### src/sv/udpf_pkg.sv
// Shared constants, types and status codes for the UDP port drop filter.
`default_nettype none

package udpf_pkg;

   // Frame length counter width and its saturation value
   localparam int LEN_W = 14;
   localparam logic [LEN_W-1:0] POS_MAX = {LEN_W{1'b1}};

   // Header layout and protocol constants
   localparam int CNT_W = 64;
   localparam int PORT_W = 16;
   localparam int L4_W = 7;
   localparam logic [LEN_W-1:0] ETH_LEN = LEN_W'(14);
   localparam logic [LEN_W-1:0] ETH_IP_MIN = LEN_W'(34);
   localparam logic [LEN_W-1:0] POS_ETYPE_HI = LEN_W'(12);
   localparam logic [LEN_W-1:0] POS_ETYPE_LO = LEN_W'(13);
   localparam logic [LEN_W-1:0] POS_IHL = LEN_W'(14);
   localparam logic [LEN_W-1:0] POS_FRAG_HI = LEN_W'(20);
   localparam logic [LEN_W-1:0] POS_FRAG_LO = LEN_W'(21);
   localparam logic [LEN_W-1:0] POS_PROTO = LEN_W'(23);
   localparam logic [LEN_W-1:0] POS_L4_MIN = LEN_W'(16);
   localparam logic [L4_W-1:0] L4_BASE = L4_W'(14);
   localparam logic [LEN_W-1:0] TCP_LEN = LEN_W'(20);
   localparam logic [LEN_W-1:0] UDP_LEN = LEN_W'(8);
   localparam logic [3:0] IHL_MIN = 4'd5;
   localparam logic [15:0] ETHERTYPE_IPV4 = 16'h0800;
   localparam logic [15:0] FRAG_MASK = 16'h3FFF;
   localparam logic [7:0] PROTO_TCP = 8'd6;
   localparam logic [7:0] PROTO_UDP = 8'd17;
   localparam logic [PORT_W-1:0] DEFAULT_PORT = PORT_W'(5201);

   // Configuration register indexes
   localparam logic CSR_FILTER_ENABLE = 1'b0;
   localparam logic CSR_TARGET_PORT = 1'b1;

   // Per-frame outcome codes
   typedef enum logic [3:0] {
      ST_PASS      = 4'd0,
      ST_DROP      = 4'd1,
      ST_SHORT_ETH = 4'd2,
      ST_NOT_IPV4  = 4'd3,
      ST_SHORT_IP  = 4'd4,
      ST_BAD_IHL   = 4'd5,
      ST_OPT_PAST  = 4'd6,
      ST_FRAGMENT  = 4'd7,
      ST_SHORT_L4  = 4'd8
   } status_type;

   // Verdict handed from the parser to the counter stage
   typedef struct packed {
      logic             drop;
      status_type       status;
      logic [LEN_W-1:0] frame_length;
   } verdict_type;

endpackage

`default_nettype wire

### src/sv/udpf_ifs.sv
// Valid/ready channel interfaces for frame bytes in and verdicts out.
`default_nettype none

interface udpf_req_if;
   logic       valid;
   logic       ready;
   logic [7:0] data_byte;
   logic       last_byte;

   modport source (output valid, output data_byte, output last_byte, input ready);
   modport sink (input valid, input data_byte, input last_byte, output ready);
endinterface

interface udpf_rsp_if;
   logic                            valid;
   logic                            ready;
   logic                            drop;
   logic [3:0]                      status;
   logic [udpf_pkg::LEN_W-1:0]      frame_length;
   logic [udpf_pkg::CNT_W-1:0]      pass_total;
   logic [udpf_pkg::CNT_W-1:0]      drop_total;
   logic [udpf_pkg::CNT_W-1:0]      byte_total;

   modport source (output valid, output drop, output status, output frame_length,
                   output pass_total, output drop_total, output byte_total,
                   input ready);
   modport sink (input valid, input drop, input status, input frame_length,
                 input pass_total, input drop_total, input byte_total,
                 output ready);
endinterface

`default_nettype wire

### src/sv/udpf_parse.sv
// Byte input register, header field capture and per-frame verdict register.
`default_nettype none

module udpf_parse (
   input  wire logic                 clock,
   input  wire logic                 reset,
   udpf_req_if.sink                  req_channel,
   input  wire logic                 csr_write_enable,
   input  wire logic                 csr_index,
   input  wire logic [15:0]          csr_data,
   output logic                      vrd_valid,
   output udpf_pkg::verdict_type     vrd_data,
   input  wire logic                 vrd_ready
);
   import udpf_pkg::*;

   // Input register
   logic       in_valid_ff, in_valid_in;
   logic [7:0] in_byte_ff;
   logic       in_last_ff;

   // Per-frame state
   logic [LEN_W-1:0]  pos_ff, pos_in;
   logic [15:0]       etype_ff, etype_in;
   logic [3:0]        hw_ff, hw_in;
   logic [15:0]       frag_ff, frag_in;
   logic [7:0]        proto_ff, proto_in;
   logic [PORT_W-1:0] dport_ff, dport_in;

   // Configuration
   logic              enable_ff;
   logic [PORT_W-1:0] target_ff;

   // Verdict register
   logic        vrd_valid_ff, vrd_valid_in;
   verdict_type vrd_ff, vrd_in;

   logic             in_go, vrd_free;
   logic [L4_W-1:0]  l4_cur, l4_new;
   logic [LEN_W-1:0] l4_cur_w, l4_new_w, len;
   status_type       status;

   // Handshake: a non-last byte only updates state; a last byte needs the verdict slot
   assign vrd_free = !vrd_valid_ff || vrd_ready;
   assign in_go = in_valid_ff && (!in_last_ff || vrd_free);
   assign req_channel.ready = !in_valid_ff || in_go;

   always_comb begin
      in_valid_in = in_valid_ff;
      if (req_channel.valid && req_channel.ready) begin
         in_valid_in = 1'b1;
      end else if (in_go) begin
         in_valid_in = 1'b0;
      end
   end

   always_ff @(posedge clock) begin
      if (reset) begin
         in_valid_ff <= 1'b0;
      end else begin
         in_valid_ff <= in_valid_in;
      end
      if (req_channel.valid && req_channel.ready) begin
         in_byte_ff <= req_channel.data_byte;
         in_last_ff <= req_channel.last_byte;
      end
   end

   // Field capture at the current byte position
   assign l4_cur = L4_BASE + {1'b0, hw_ff, 2'b00};
   assign l4_cur_w = LEN_W'(l4_cur);

   always_comb begin
      etype_in = etype_ff;
      hw_in = hw_ff;
      frag_in = frag_ff;
      proto_in = proto_ff;
      dport_in = dport_ff;
      if (pos_ff == POS_ETYPE_HI) begin
         etype_in[15:8] = in_byte_ff;
      end else if (pos_ff == POS_ETYPE_LO) begin
         etype_in[7:0] = in_byte_ff;
      end else if (pos_ff == POS_IHL) begin
         hw_in = in_byte_ff[3:0];
      end else if (pos_ff == POS_FRAG_HI) begin
         frag_in[15:8] = in_byte_ff;
      end else if (pos_ff == POS_FRAG_LO) begin
         frag_in[7:0] = in_byte_ff;
      end else if (pos_ff == POS_PROTO) begin
         proto_in = in_byte_ff;
      end
      if (pos_ff >= POS_L4_MIN) begin
         if (pos_ff == l4_cur_w + LEN_W'(2)) begin
            dport_in[15:8] = in_byte_ff;
         end else if (pos_ff == l4_cur_w + LEN_W'(3)) begin
            dport_in[7:0] = in_byte_ff;
         end
      end
      pos_in = (pos_ff == POS_MAX) ? pos_ff : pos_ff + LEN_W'(1);
   end

   // Frame verdict from the fields including this byte
   assign len = pos_in;
   assign l4_new = L4_BASE + {1'b0, hw_in, 2'b00};
   assign l4_new_w = LEN_W'(l4_new);

   always_comb begin
      status = ST_PASS;
      if (len < ETH_LEN) begin
         status = ST_SHORT_ETH;
      end else if (etype_in != ETHERTYPE_IPV4) begin
         status = ST_NOT_IPV4;
      end else if (len < ETH_IP_MIN) begin
         status = ST_SHORT_IP;
      end else if (hw_in < IHL_MIN) begin
         status = ST_BAD_IHL;
      end else if (l4_new_w > len) begin
         status = ST_OPT_PAST;
      end else if ((frag_in & FRAG_MASK) != 16'h0000) begin
         status = ST_FRAGMENT;
      end else if (proto_in == PROTO_TCP) begin
         if (l4_new_w + TCP_LEN > len) begin
            status = ST_SHORT_L4;
         end
      end else if (proto_in == PROTO_UDP) begin
         if (l4_new_w + UDP_LEN > len) begin
            status = ST_SHORT_L4;
         end else if (enable_ff && dport_in == target_ff) begin
            status = ST_DROP;
         end
      end
      vrd_in.drop = (status == ST_DROP);
      vrd_in.status = status;
      vrd_in.frame_length = len;
   end

   always_comb begin
      vrd_valid_in = vrd_valid_ff;
      if (in_go && in_last_ff) begin
         vrd_valid_in = 1'b1;
      end else if (vrd_ready) begin
         vrd_valid_in = 1'b0;
      end
   end

   // Frame state: advance per byte, clear at frame end
   always_ff @(posedge clock) begin
      if (reset) begin
         pos_ff <= '0;
         etype_ff <= '0;
         hw_ff <= '0;
         frag_ff <= '0;
         proto_ff <= '0;
         dport_ff <= '0;
      end else if (in_go) begin
         if (in_last_ff) begin
            pos_ff <= '0;
            etype_ff <= '0;
            hw_ff <= '0;
            frag_ff <= '0;
            proto_ff <= '0;
            dport_ff <= '0;
         end else begin
            pos_ff <= pos_in;
            etype_ff <= etype_in;
            hw_ff <= hw_in;
            frag_ff <= frag_in;
            proto_ff <= proto_in;
            dport_ff <= dport_in;
         end
      end
   end

   // Verdict register
   always_ff @(posedge clock) begin
      if (reset) begin
         vrd_valid_ff <= 1'b0;
      end else begin
         vrd_valid_ff <= vrd_valid_in;
      end
      if (in_go && in_last_ff) begin
         vrd_ff <= vrd_in;
      end
   end

   // Configuration registers
   always_ff @(posedge clock) begin
      if (reset) begin
         enable_ff <= 1'b0;
         target_ff <= DEFAULT_PORT;
      end else if (csr_write_enable) begin
         case (csr_index)
            CSR_FILTER_ENABLE: enable_ff <= csr_data[0];
            CSR_TARGET_PORT:   target_ff <= csr_data;
            default: ;
         endcase
      end
   end

   assign vrd_valid = vrd_valid_ff;
   assign vrd_data = vrd_ff;

   // Checks
   a_drop_code: assert property (@(posedge clock) disable iff (reset)
      vrd_valid_ff |-> (vrd_ff.drop == (vrd_ff.status == ST_DROP)))
      else $error("verdict drop flag disagrees with status");
   a_state_clear: assert property (@(posedge clock) disable iff (reset)
      (in_go && in_last_ff) |=> (pos_ff == '0 && hw_ff == '0 && etype_ff == '0))
      else $error("frame state not cleared after last byte");
   a_pos_step: assert property (@(posedge clock) disable iff (reset)
      (in_go && !in_last_ff && pos_ff != POS_MAX) |=> (pos_ff == $past(pos_ff) + LEN_W'(1)))
      else $error("byte position did not advance");

endmodule

`default_nettype wire

### src/sv/udpf_count.sv
// Pass, drop and byte counters with the result output register.
`default_nettype none

module udpf_count (
   input  wire logic                 clock,
   input  wire logic                 reset,
   input  wire logic                 vrd_valid,
   input  wire udpf_pkg::verdict_type vrd_data,
   output logic                      vrd_ready,
   udpf_rsp_if.source                rsp_channel
);
   import udpf_pkg::*;

   logic [CNT_W-1:0] pass_ff, pass_in;
   logic [CNT_W-1:0] drop_ff, drop_in;
   logic [CNT_W-1:0] bytes_ff, bytes_in;
   logic             out_valid_ff, out_valid_in;
   verdict_type      out_vrd_ff;
   logic             vrd_go, counted;

   assign vrd_ready = !out_valid_ff || rsp_channel.ready;
   assign vrd_go = vrd_valid && vrd_ready;
   assign counted = (vrd_data.status == ST_PASS) || (vrd_data.status == ST_DROP);

   // Counter update for frames with a pass or drop verdict
   always_comb begin
      pass_in = pass_ff;
      drop_in = drop_ff;
      bytes_in = bytes_ff;
      if (vrd_go && counted) begin
         bytes_in = bytes_ff + CNT_W'(vrd_data.frame_length);
         if (vrd_data.status == ST_DROP) begin
            drop_in = drop_ff + CNT_W'(1);
         end else begin
            pass_in = pass_ff + CNT_W'(1);
         end
      end
      out_valid_in = out_valid_ff;
      if (vrd_go) begin
         out_valid_in = 1'b1;
      end else if (rsp_channel.ready) begin
         out_valid_in = 1'b0;
      end
   end

   always_ff @(posedge clock) begin
      if (reset) begin
         pass_ff <= '0;
         drop_ff <= '0;
         bytes_ff <= '0;
         out_valid_ff <= 1'b0;
      end else begin
         pass_ff <= pass_in;
         drop_ff <= drop_in;
         bytes_ff <= bytes_in;
         out_valid_ff <= out_valid_in;
      end
      if (vrd_go) begin
         out_vrd_ff <= vrd_data;
      end
   end

   // Result register: totals are the counters as they stand after this frame
   assign rsp_channel.valid = out_valid_ff;
   assign rsp_channel.drop = out_vrd_ff.drop;
   assign rsp_channel.status = out_vrd_ff.status;
   assign rsp_channel.frame_length = out_vrd_ff.frame_length;
   assign rsp_channel.pass_total = pass_ff;
   assign rsp_channel.drop_total = drop_ff;
   assign rsp_channel.byte_total = bytes_ff;

   // Checks
   a_pass_bump: assert property (@(posedge clock) disable iff (reset)
      (vrd_go && vrd_data.status == ST_PASS) |=> (pass_ff == $past(pass_ff) + CNT_W'(1)))
      else $error("pass counter missed a counted pass");
   a_drop_bump: assert property (@(posedge clock) disable iff (reset)
      (vrd_go && vrd_data.status == ST_DROP) |=> (drop_ff == $past(drop_ff) + CNT_W'(1)))
      else $error("drop counter missed a counted drop");
   a_hold: assert property (@(posedge clock) disable iff (reset)
      !vrd_go |=> ($stable(pass_ff) && $stable(drop_ff) && $stable(bytes_ff)))
      else $error("counters moved without a verdict transfer");

endmodule

`default_nettype wire

### src/sv/ipv4_udp_port_drop_filter.sv
// Top level: IPv4 TCP/UDP ingress filter, one frame byte per transfer.
// Throughput: one byte per cycle; a byte is taken every cycle unless a last byte waits in the input
// register while both the verdict and result registers hold results the sink has not taken.
// A frame's last byte enters the input register; its verdict then passes the verdict
// register and then the result register.
// Reset (synchronous, active high): empties the pipeline, clears frame state and
// counters, filter_enable = 0, target_port = 5201.
`default_nettype none

module ipv4_udp_port_drop_filter (
   input  wire logic        clock,
   input  wire logic        reset,
   udpf_req_if.sink         req_channel,
   udpf_rsp_if.source       rsp_channel,
   input  wire logic        csr_write_enable,
   input  wire logic        csr_index,
   input  wire logic [15:0] csr_data
);
   import udpf_pkg::*;

   logic        vrd_valid;
   logic        vrd_ready;
   verdict_type vrd_data;

   // Header parse and verdict
   udpf_parse u_parse (
      .clock            (clock),
      .reset            (reset),
      .req_channel      (req_channel),
      .csr_write_enable (csr_write_enable),
      .csr_index        (csr_index),
      .csr_data         (csr_data),
      .vrd_valid        (vrd_valid),
      .vrd_data         (vrd_data),
      .vrd_ready        (vrd_ready)
   );

   // Counters and result register
   udpf_count u_count (
      .clock       (clock),
      .reset       (reset),
      .vrd_valid   (vrd_valid),
      .vrd_data    (vrd_data),
      .vrd_ready   (vrd_ready),
      .rsp_channel (rsp_channel)
   );

endmodule

`default_nettype wire
### src/flat_wrapper.sv
// flat-port wrapper written by rule: the top's interface ports become plain ports
module ipv4_udp_port_drop_filter_flat import udpf_pkg::*;
  (clock, reset, csr_write_enable, csr_index, csr_data, req_channel_valid, req_channel_data_byte, req_channel_last_byte, req_channel_ready, rsp_channel_valid, rsp_channel_drop, rsp_channel_status, rsp_channel_frame_length, rsp_channel_pass_total, rsp_channel_drop_total, rsp_channel_byte_total, rsp_channel_ready);
  udpf_req_if req_channel_i ();
  udpf_rsp_if rsp_channel_i ();
  input  wire logic clock;
  input  wire logic reset;
  input  wire logic csr_write_enable;
  input  wire logic csr_index;
  input  wire logic [15:0] csr_data;
  input wire logic [$bits(req_channel_i.valid)-1:0] req_channel_valid;
  input wire logic [$bits(req_channel_i.data_byte)-1:0] req_channel_data_byte;
  input wire logic [$bits(req_channel_i.last_byte)-1:0] req_channel_last_byte;
  output wire logic [$bits(req_channel_i.ready)-1:0] req_channel_ready;
  output wire logic [$bits(rsp_channel_i.valid)-1:0] rsp_channel_valid;
  output wire logic [$bits(rsp_channel_i.drop)-1:0] rsp_channel_drop;
  output wire logic [$bits(rsp_channel_i.status)-1:0] rsp_channel_status;
  output wire logic [$bits(rsp_channel_i.frame_length)-1:0] rsp_channel_frame_length;
  output wire logic [$bits(rsp_channel_i.pass_total)-1:0] rsp_channel_pass_total;
  output wire logic [$bits(rsp_channel_i.drop_total)-1:0] rsp_channel_drop_total;
  output wire logic [$bits(rsp_channel_i.byte_total)-1:0] rsp_channel_byte_total;
  input wire logic [$bits(rsp_channel_i.ready)-1:0] rsp_channel_ready;
  assign req_channel_i.valid = req_channel_valid;
  assign req_channel_i.data_byte = req_channel_data_byte;
  assign req_channel_i.last_byte = req_channel_last_byte;
  assign req_channel_ready = req_channel_i.ready;
  assign rsp_channel_valid = rsp_channel_i.valid;
  assign rsp_channel_drop = rsp_channel_i.drop;
  assign rsp_channel_status = rsp_channel_i.status;
  assign rsp_channel_frame_length = rsp_channel_i.frame_length;
  assign rsp_channel_pass_total = rsp_channel_i.pass_total;
  assign rsp_channel_drop_total = rsp_channel_i.drop_total;
  assign rsp_channel_byte_total = rsp_channel_i.byte_total;
  assign rsp_channel_i.ready = rsp_channel_ready;
  ipv4_udp_port_drop_filter u_core (.clock(clock), .reset(reset), .req_channel(req_channel_i), .rsp_channel(rsp_channel_i), .csr_write_enable(csr_write_enable), .csr_index(csr_index), .csr_data(csr_data));
endmodule
### config.mk
export PLATFORM = sky130hd
export DESIGN_NAME = ipv4_udp_port_drop_filter_flat
export DESIGN_NICKNAME = d
export VERILOG_FILES = /design/src/sv/udpf_pkg.sv /design/src/sv/udpf_ifs.sv /design/src/sv/udpf_parse.sv /design/src/sv/udpf_count.sv /design/src/sv/ipv4_udp_port_drop_filter.sv /design/src/flat_wrapper.sv
export SDC_FILE = /design/constraint.sdc
export NUM_CORES = 1
export LEC_CHECK = 0
export BUFFER_PORTS_ARGS = -buffer_cell sky130_fd_sc_hd__buf_2
export CAP_MARGIN = 20
export CORE_UTILIZATION = 25
export DETAILED_ROUTE_END_ITERATION = 10
export GPL_TIMING_DRIVEN = 0
export PLACE_DENSITY_LB_ADDON = 0.25
export SYNTH_ARGS = -nofsm -noshare
export SYNTH_HDL_FRONTEND = slang
export SYNTH_SLANG_ARGS = --single-unit
### constraint.sdc
create_clock -name clock -period 6.8 [get_ports clock]
set_clock_uncertainty 0.05 [all_clocks]
set_input_delay 0.68 -clock clock [delete_from_list [all_inputs] [get_ports clock]]
set_output_delay 0.68 -clock clock [all_outputs]
set_load 0.005 [all_outputs]
Yosys cells after proc, flatten, opt, wreduce, memory -nomap -nowiden

Cells that the tools add are included.
W data, S select, Z words.

Mux-type cells: 46
Equal/unequal tests: 15
Bitwise operators: 2
Reduce and logical (&&, ||, !) cells: 24
Add/subtract/negate cells: 10
Magnitude comparators: 7

Operators by type and width:

| operator                | count |
|---|---|
| $add A64 B1 Y64 const B | 2 |
| $mux W8                 | 15 |
| $mux W14                | 6 |
| $add A64 B14 Y64        | 1 |
| $mux W4                 | 14 |
| $mux W16                | 3 |
| $eq A14 B4 Y1 const B   | 3 |
| $eq A14 B5 Y1 const B   | 3 |
| $eq A14 B8 Y1           | 2 |
| $gt A8 B14 Y1           | 2 |
| $add A7 B2 Y8 const B   | 2 |
| $eq A16 B16 Y1          | 1 |
| $ne A16 B12 Y1 const B  | 1 |
| $reduce_bool A16 Y1     | 1 |
| $add A14 B1 Y14 const B | 1 |
| $add A4 B6 Y7 const A   | 2 |
| $eq A14 B14 Y1 const B  | 1 |
| $ge A14 B5 Y1 const B   | 1 |
| $gt A7 B14 Y1           | 1 |
| $lt A14 B4 Y1 const B   | 1 |
| $lt A14 B6 Y1 const B   | 1 |
| $add A7 B4 Y8 const B   | 1 |
| $add A7 B5 Y8 const B   | 1 |
| $eq A4 B1 Y1 const B    | 2 |
| 12 further kinds        | 36 |

Bits in registers: 331
Word-level logic and storage cells: 126

Logic depth before layout (Yosys ltp)

Depth in word-level cells: 19
Depth in mapped cells: 22
Gate-level depth less buffers: 20

Modules after synthesis

From an unflattened synthesis, not the netlist that was laid out.

Cell total of the unflattened synthesis: 1826
Area, all modules: 16096.7 um^2

By module, submodules not included:

| module     | cells an instance | times used | seq. area each (um^2) | area each (um^2) |
|---|---|---|---|---|
| udpf_count | 1084              | 1          | 4434.3                | 9683.0 |
| udpf_parse | 742               | 1          | 2662.6                | 6413.7 |

Worst setup path before layout

OpenSTA, ideal clock, no wires.

Path kind: register -> register
Start: register u_core.u_parse.pos_ff[0]
End: register u_core.u_parse.vrd_ff, in the netlist u_core.u_parse.vrd_data[18], data pin
Path buffers: 2
Setup slack: 2220 ps
Period minus slack after synthesis: 4580 ps
Required time: 6618 ps
Cell stages (with the launch flop): 23
Arrival time: 4398 ps
Cell sequence: dfxtp_1 > clkbuf_1 > inv_1 > ha_1 > nor3_1 > and3_1 > clkbuf_1 > mux2i_1 > ha_1 > xnor2_1 > inv_1 > ha_1 > and2_1 > ha_1 > or3_1 > o21ai_0 > a21oi_1 > a311oi_1 > a21oi_1 > nor4_1 > nand4_1 > nand2_1 > and3b_1

RTL lines:

| element                | line              | text |
|---|---|---|
| start, declared        | udpf_parse.sv:23  | `logic [LEN_W-1:0] pos_ff, pos_in;` |
| start signal, assigned | udpf_parse.sv:164 | `pos_ff <= pos_in;` |
| end signal, assigned   | udpf_parse.sv:182 | `vrd_ff <= vrd_in;` |
| end, declared          | udpf_parse.sv:36  | `verdict_type vrd_ff, vrd_in;` |

==> results.txt <==
Outcome - finished, final reports clean
Critical Path Start Type - register
Quantity of gates resized following cts - 0
CTS tree - built
Average wire per cell in the routed design - 17.2 microns
Number of nets produced by synthesis - 1923
DP Worst Slack - 1.17 ns
Top flip-flop cell by instance count after synthesis - dfxtp_1
Post-Route Setup TNS - 0 ns
Number of iterations in the first detailed-routing pass - 8
First DRT Iteration DRCs - 890
Cell Area, Synth - 16200 sq um
Crit path required time - 7.14 ns
Worst Hold Path Cells - 1
Half-perimeter wire length of the detailed placement result - 39200 microns
Peak supply drop - 0.131 mV
Detailed-route vias per instance - 4.81
Commonest cells after routing, fill and taps aside - nor2_1, dfxtp_1, buf_2
Residual overflow from global routing - 0
Starting utilization of the core area - 25.5%
Gp weighted congestion - 0.848
Slew at the pin closest to its max-slew limit - 1.08 ns
Share of cells above drive strength 1 - 17.1%
Delay of the slowest cell on the worst path - 0.47 ns
Standard cell core area - 63500 sq um
Warnings from Yosys - 0
Cell occurring most often along the worst timing path - ha_1
Cts bufs inserted - 40
Post-detailed-route DRC marker count - 0
Post-route ant nets - 0
Crit path max fanout - 10
Count of buffers added by post-CTS timing repair for setup - 0
Fraction of registers with async set/reset - 0%
Via count of the first global-routing pass - 13.7k
Die outline area - 65700 sq um
RSZ-0062 raised after global routing - no
Wire length after detailed routing - 52000 microns
Share of the cycle needed by the critical path after routing - 84.3%
Leak pwr - 7.81 nW
Sequential fraction of the synthesis area - 43.9%
Die extent in y - 256 microns
Clk slew on worst S/H paths - 0.06 ns
Reg2Reg Depth - 22
H-tree Lvls - 2
Max-slew violation count - 0
Final worst setup slack - 1.07 ns
Areal power density over the cells - 217 nW/um^2
Count of endpoints failing hold in the final timing report - 0
Post-layout instance area - 19800 sq um
Master of the slowest instance on the critical path - mux2i_1
Die W - 256 microns
Post-layout power - 0.00431 W
Number of setup violations in the final report - 0
Number of maximum-capacitance violations - 0
Number of distinct standard cells referenced by the synthesized netlist - 85
Number of vias in the routed layout - 14.5k
Synthesized flop and latch total - 331
Fraction of the core area covered by cells at the end of the flow - 31.2%
Final Net Count - 2210
# IOs - 244
Data arrival time at the worst-slack endpoint - 6.07 ns
Worst hold-check path type - in -> reg
Worst setup EP type - register
Fraction of synthesized cell area taken by the top area cell type - 35.2%
Crit-path cells - clkbuf_1, inv_1, ha_1, nor3_1, and3_1, clkbuf_1, mux2i_1, ha_1, xnor2_1, inv_1, ha_1, and2_1, ha_1, or3_1, o21ai_0, a21oi_1, a311oi_1, a21oi_1, nor4_1, nand4_1, nand2_1, and3b_1
Area delta synth->final - 22.6%
Post-CTS Hold Fix Bufs - 0
Synthesized netlist cell count - 1851
Clock latency of the later-clocked register in the worst-skew pair - 0.56 ns
Commonest non-fill, non-tap cell in the layout - nor2_1
Cell types with the largest area share after synthesis - dfxtp_1, edfxtp_1, nor2_1
Syn_area_per_cell - 8.74 sq um
Maximum count of clock buffers along a single path - 3
Number of enable-type register cells in the synthesized netlist - 47
Antenna violations before repair - 2
Worst rel slew slack - 28.1%
Worst Path Class, Setup - reg -> reg
Area after DPL - 18500 sq um
Num Clock Sinks - 331
Cell taking the most area after synthesis - dfxtp_1
First-pass GRT wire length - 80900 microns
Filler cell count - 6744
Fmax - 175 MHz
Number of buffer cells added on primary ports - 242
Cell at the root of the clock tree - clkbuf_16
Largest net degree at the start of global routing - 21
Final period demand of the worst path - 5.73 ns
Placement row count - 92
Combined global-route utilization of all metal layers - 15.4%
-- critical path: cells and delay by family, from the launching register on --
kind                     cells  cell delay, ns
AO/OA/AOI/OAI                4            0.68
XOR/XNOR                     1            0.17
adder cells (fa/ha/maj)      4            1.07
buffers and inverters        4            0.97
flip-flops                   1            0.41
multiplexers                 1            0.47
AND/OR/NAND/NOR              8            1.76
-- cells by family after synthesis --
logic type | synth area share, %
and+or+nand+nor | 25.9
DFF | 43.9
AOI/OAI and AO/OA | 12.5
xor gates and xnor gates | 9.26
buffers and inverters | 3.42
adders and majority gates | 3.22
muxes | 1.79
-- final cells by class --
type / instances / area (sq um) / share of cell area (%)
Timing Repair Buffer: 245 / 1270 / 6.41
Inverter: 58 / 218 / 1.10
Multi-Input combinational cell: 1380 / 8520 / 43.0
Clock buffer: 54 / 1140 / 5.78
Buffer: 82 / 335 / 1.69
Clock inverter: 19 / 171 / 0.865
Sequential cell: 331 / 7100 / 35.8
Tap cell: 846 / 1060 / 5.34
Antenna cell: 2 / 5.00 / 0.0252
-- power breakdown --
group / switching [W] / internal [W]
Clock: 0.000888 / 0.00126
Combinational: 0.000109 / 0.0000378
Sequential: 0.0000156 / 0.00199
-- stage by stage --
step | std cells | hold WS (ns)
2_1_floorplan | 1851 | 0.350
3_3_place_gp | 2939 | 0.373
3_5_place_dp | 2941 | 0.361
4_1_cts | 3014 | 0.215
5_1_grt | 3015 | 0.232
6_report | 3017 | 0.248
-- routing by layer --
metal  wire length (microns)  track usage [%]  vias to the layer above  part of all wire, %
li1                        -                -                     7068                    -
met1                   24100             21.1                     6952                   46
met2                   23500             24.6                      419                   45
met3                    3390             2.78                       72                  6.5
met4                    1020             4.49                        2                  2.0
met5                      10                0                        -                0.019
-- state kept, by name (all words and copies together), names as in the netlist, 16 cells and up --
signal and count:
u_core.u_parse.vrd_data 19, u_core.u_count.rsp_channel.byte_total 64, u_core.u_parse.dport_ff 16, u_core.u_parse.target_ff 16
u_core.u_parse.etype_ff 16, u_core.u_count.rsp_channel.drop_total 64, u_core.u_count.rsp_channel.pass_total 64
-- synth_stat cells, types with 10 or more instances --
| cell type | count |
|---|---|
| dfxtp_1 | 284 |
| nand4_1 | 35 |
| or3_1 | 39 |
| inv_1 | 57 |
| a22oi_1 | 70 |
| and2_1 | 20 |
| nand2b_1 | 16 |
| ha_1 | 40 |
| o21ai_0 | 55 |
| xnor2_1 | 75 |
| nand2_1 | 164 |
| and3_1 | 44 |
| nor4_1 | 29 |
| mux2_1 | 10 |
| nor3_1 | 34 |
| mux2i_1 | 12 |
| buf_2 | 15 |
| clkbuf_1 | 62 |
| nand3_1 | 74 |
| nor2b_1 | 25 |
| and4_1 | 14 |
| xor2_1 | 96 |
| nor2_1 | 297 |
| a21oi_1 | 81 |
| edfxtp_1 | 47 |
-- path summary, 6_finish.rpt --
check / endpoint / slack, ns / start
max: u_core.u_parse.vrd_data[18]$_DFFE_PP_ / 1.07 / u_core.u_parse.pos_ff[0]$_SDFFE_PP0P_
min: u_core.u_parse.in_last_ff$_DFFE_PP_ / 0.25 / req_channel_last_byte
max reg2reg: u_core.u_parse.vrd_data[18]$_DFFE_PP_ / 1.07 / u_core.u_parse.pos_ff[0]$_SDFFE_PP0P_
min reg2reg: u_core.u_count.rsp_channel.drop$_DFFE_PP_ / 0.37 / u_core.u_parse.vrd_data[18]$_DFFE_PP_
No activity file was read; power rests on OpenSTA's default activity.
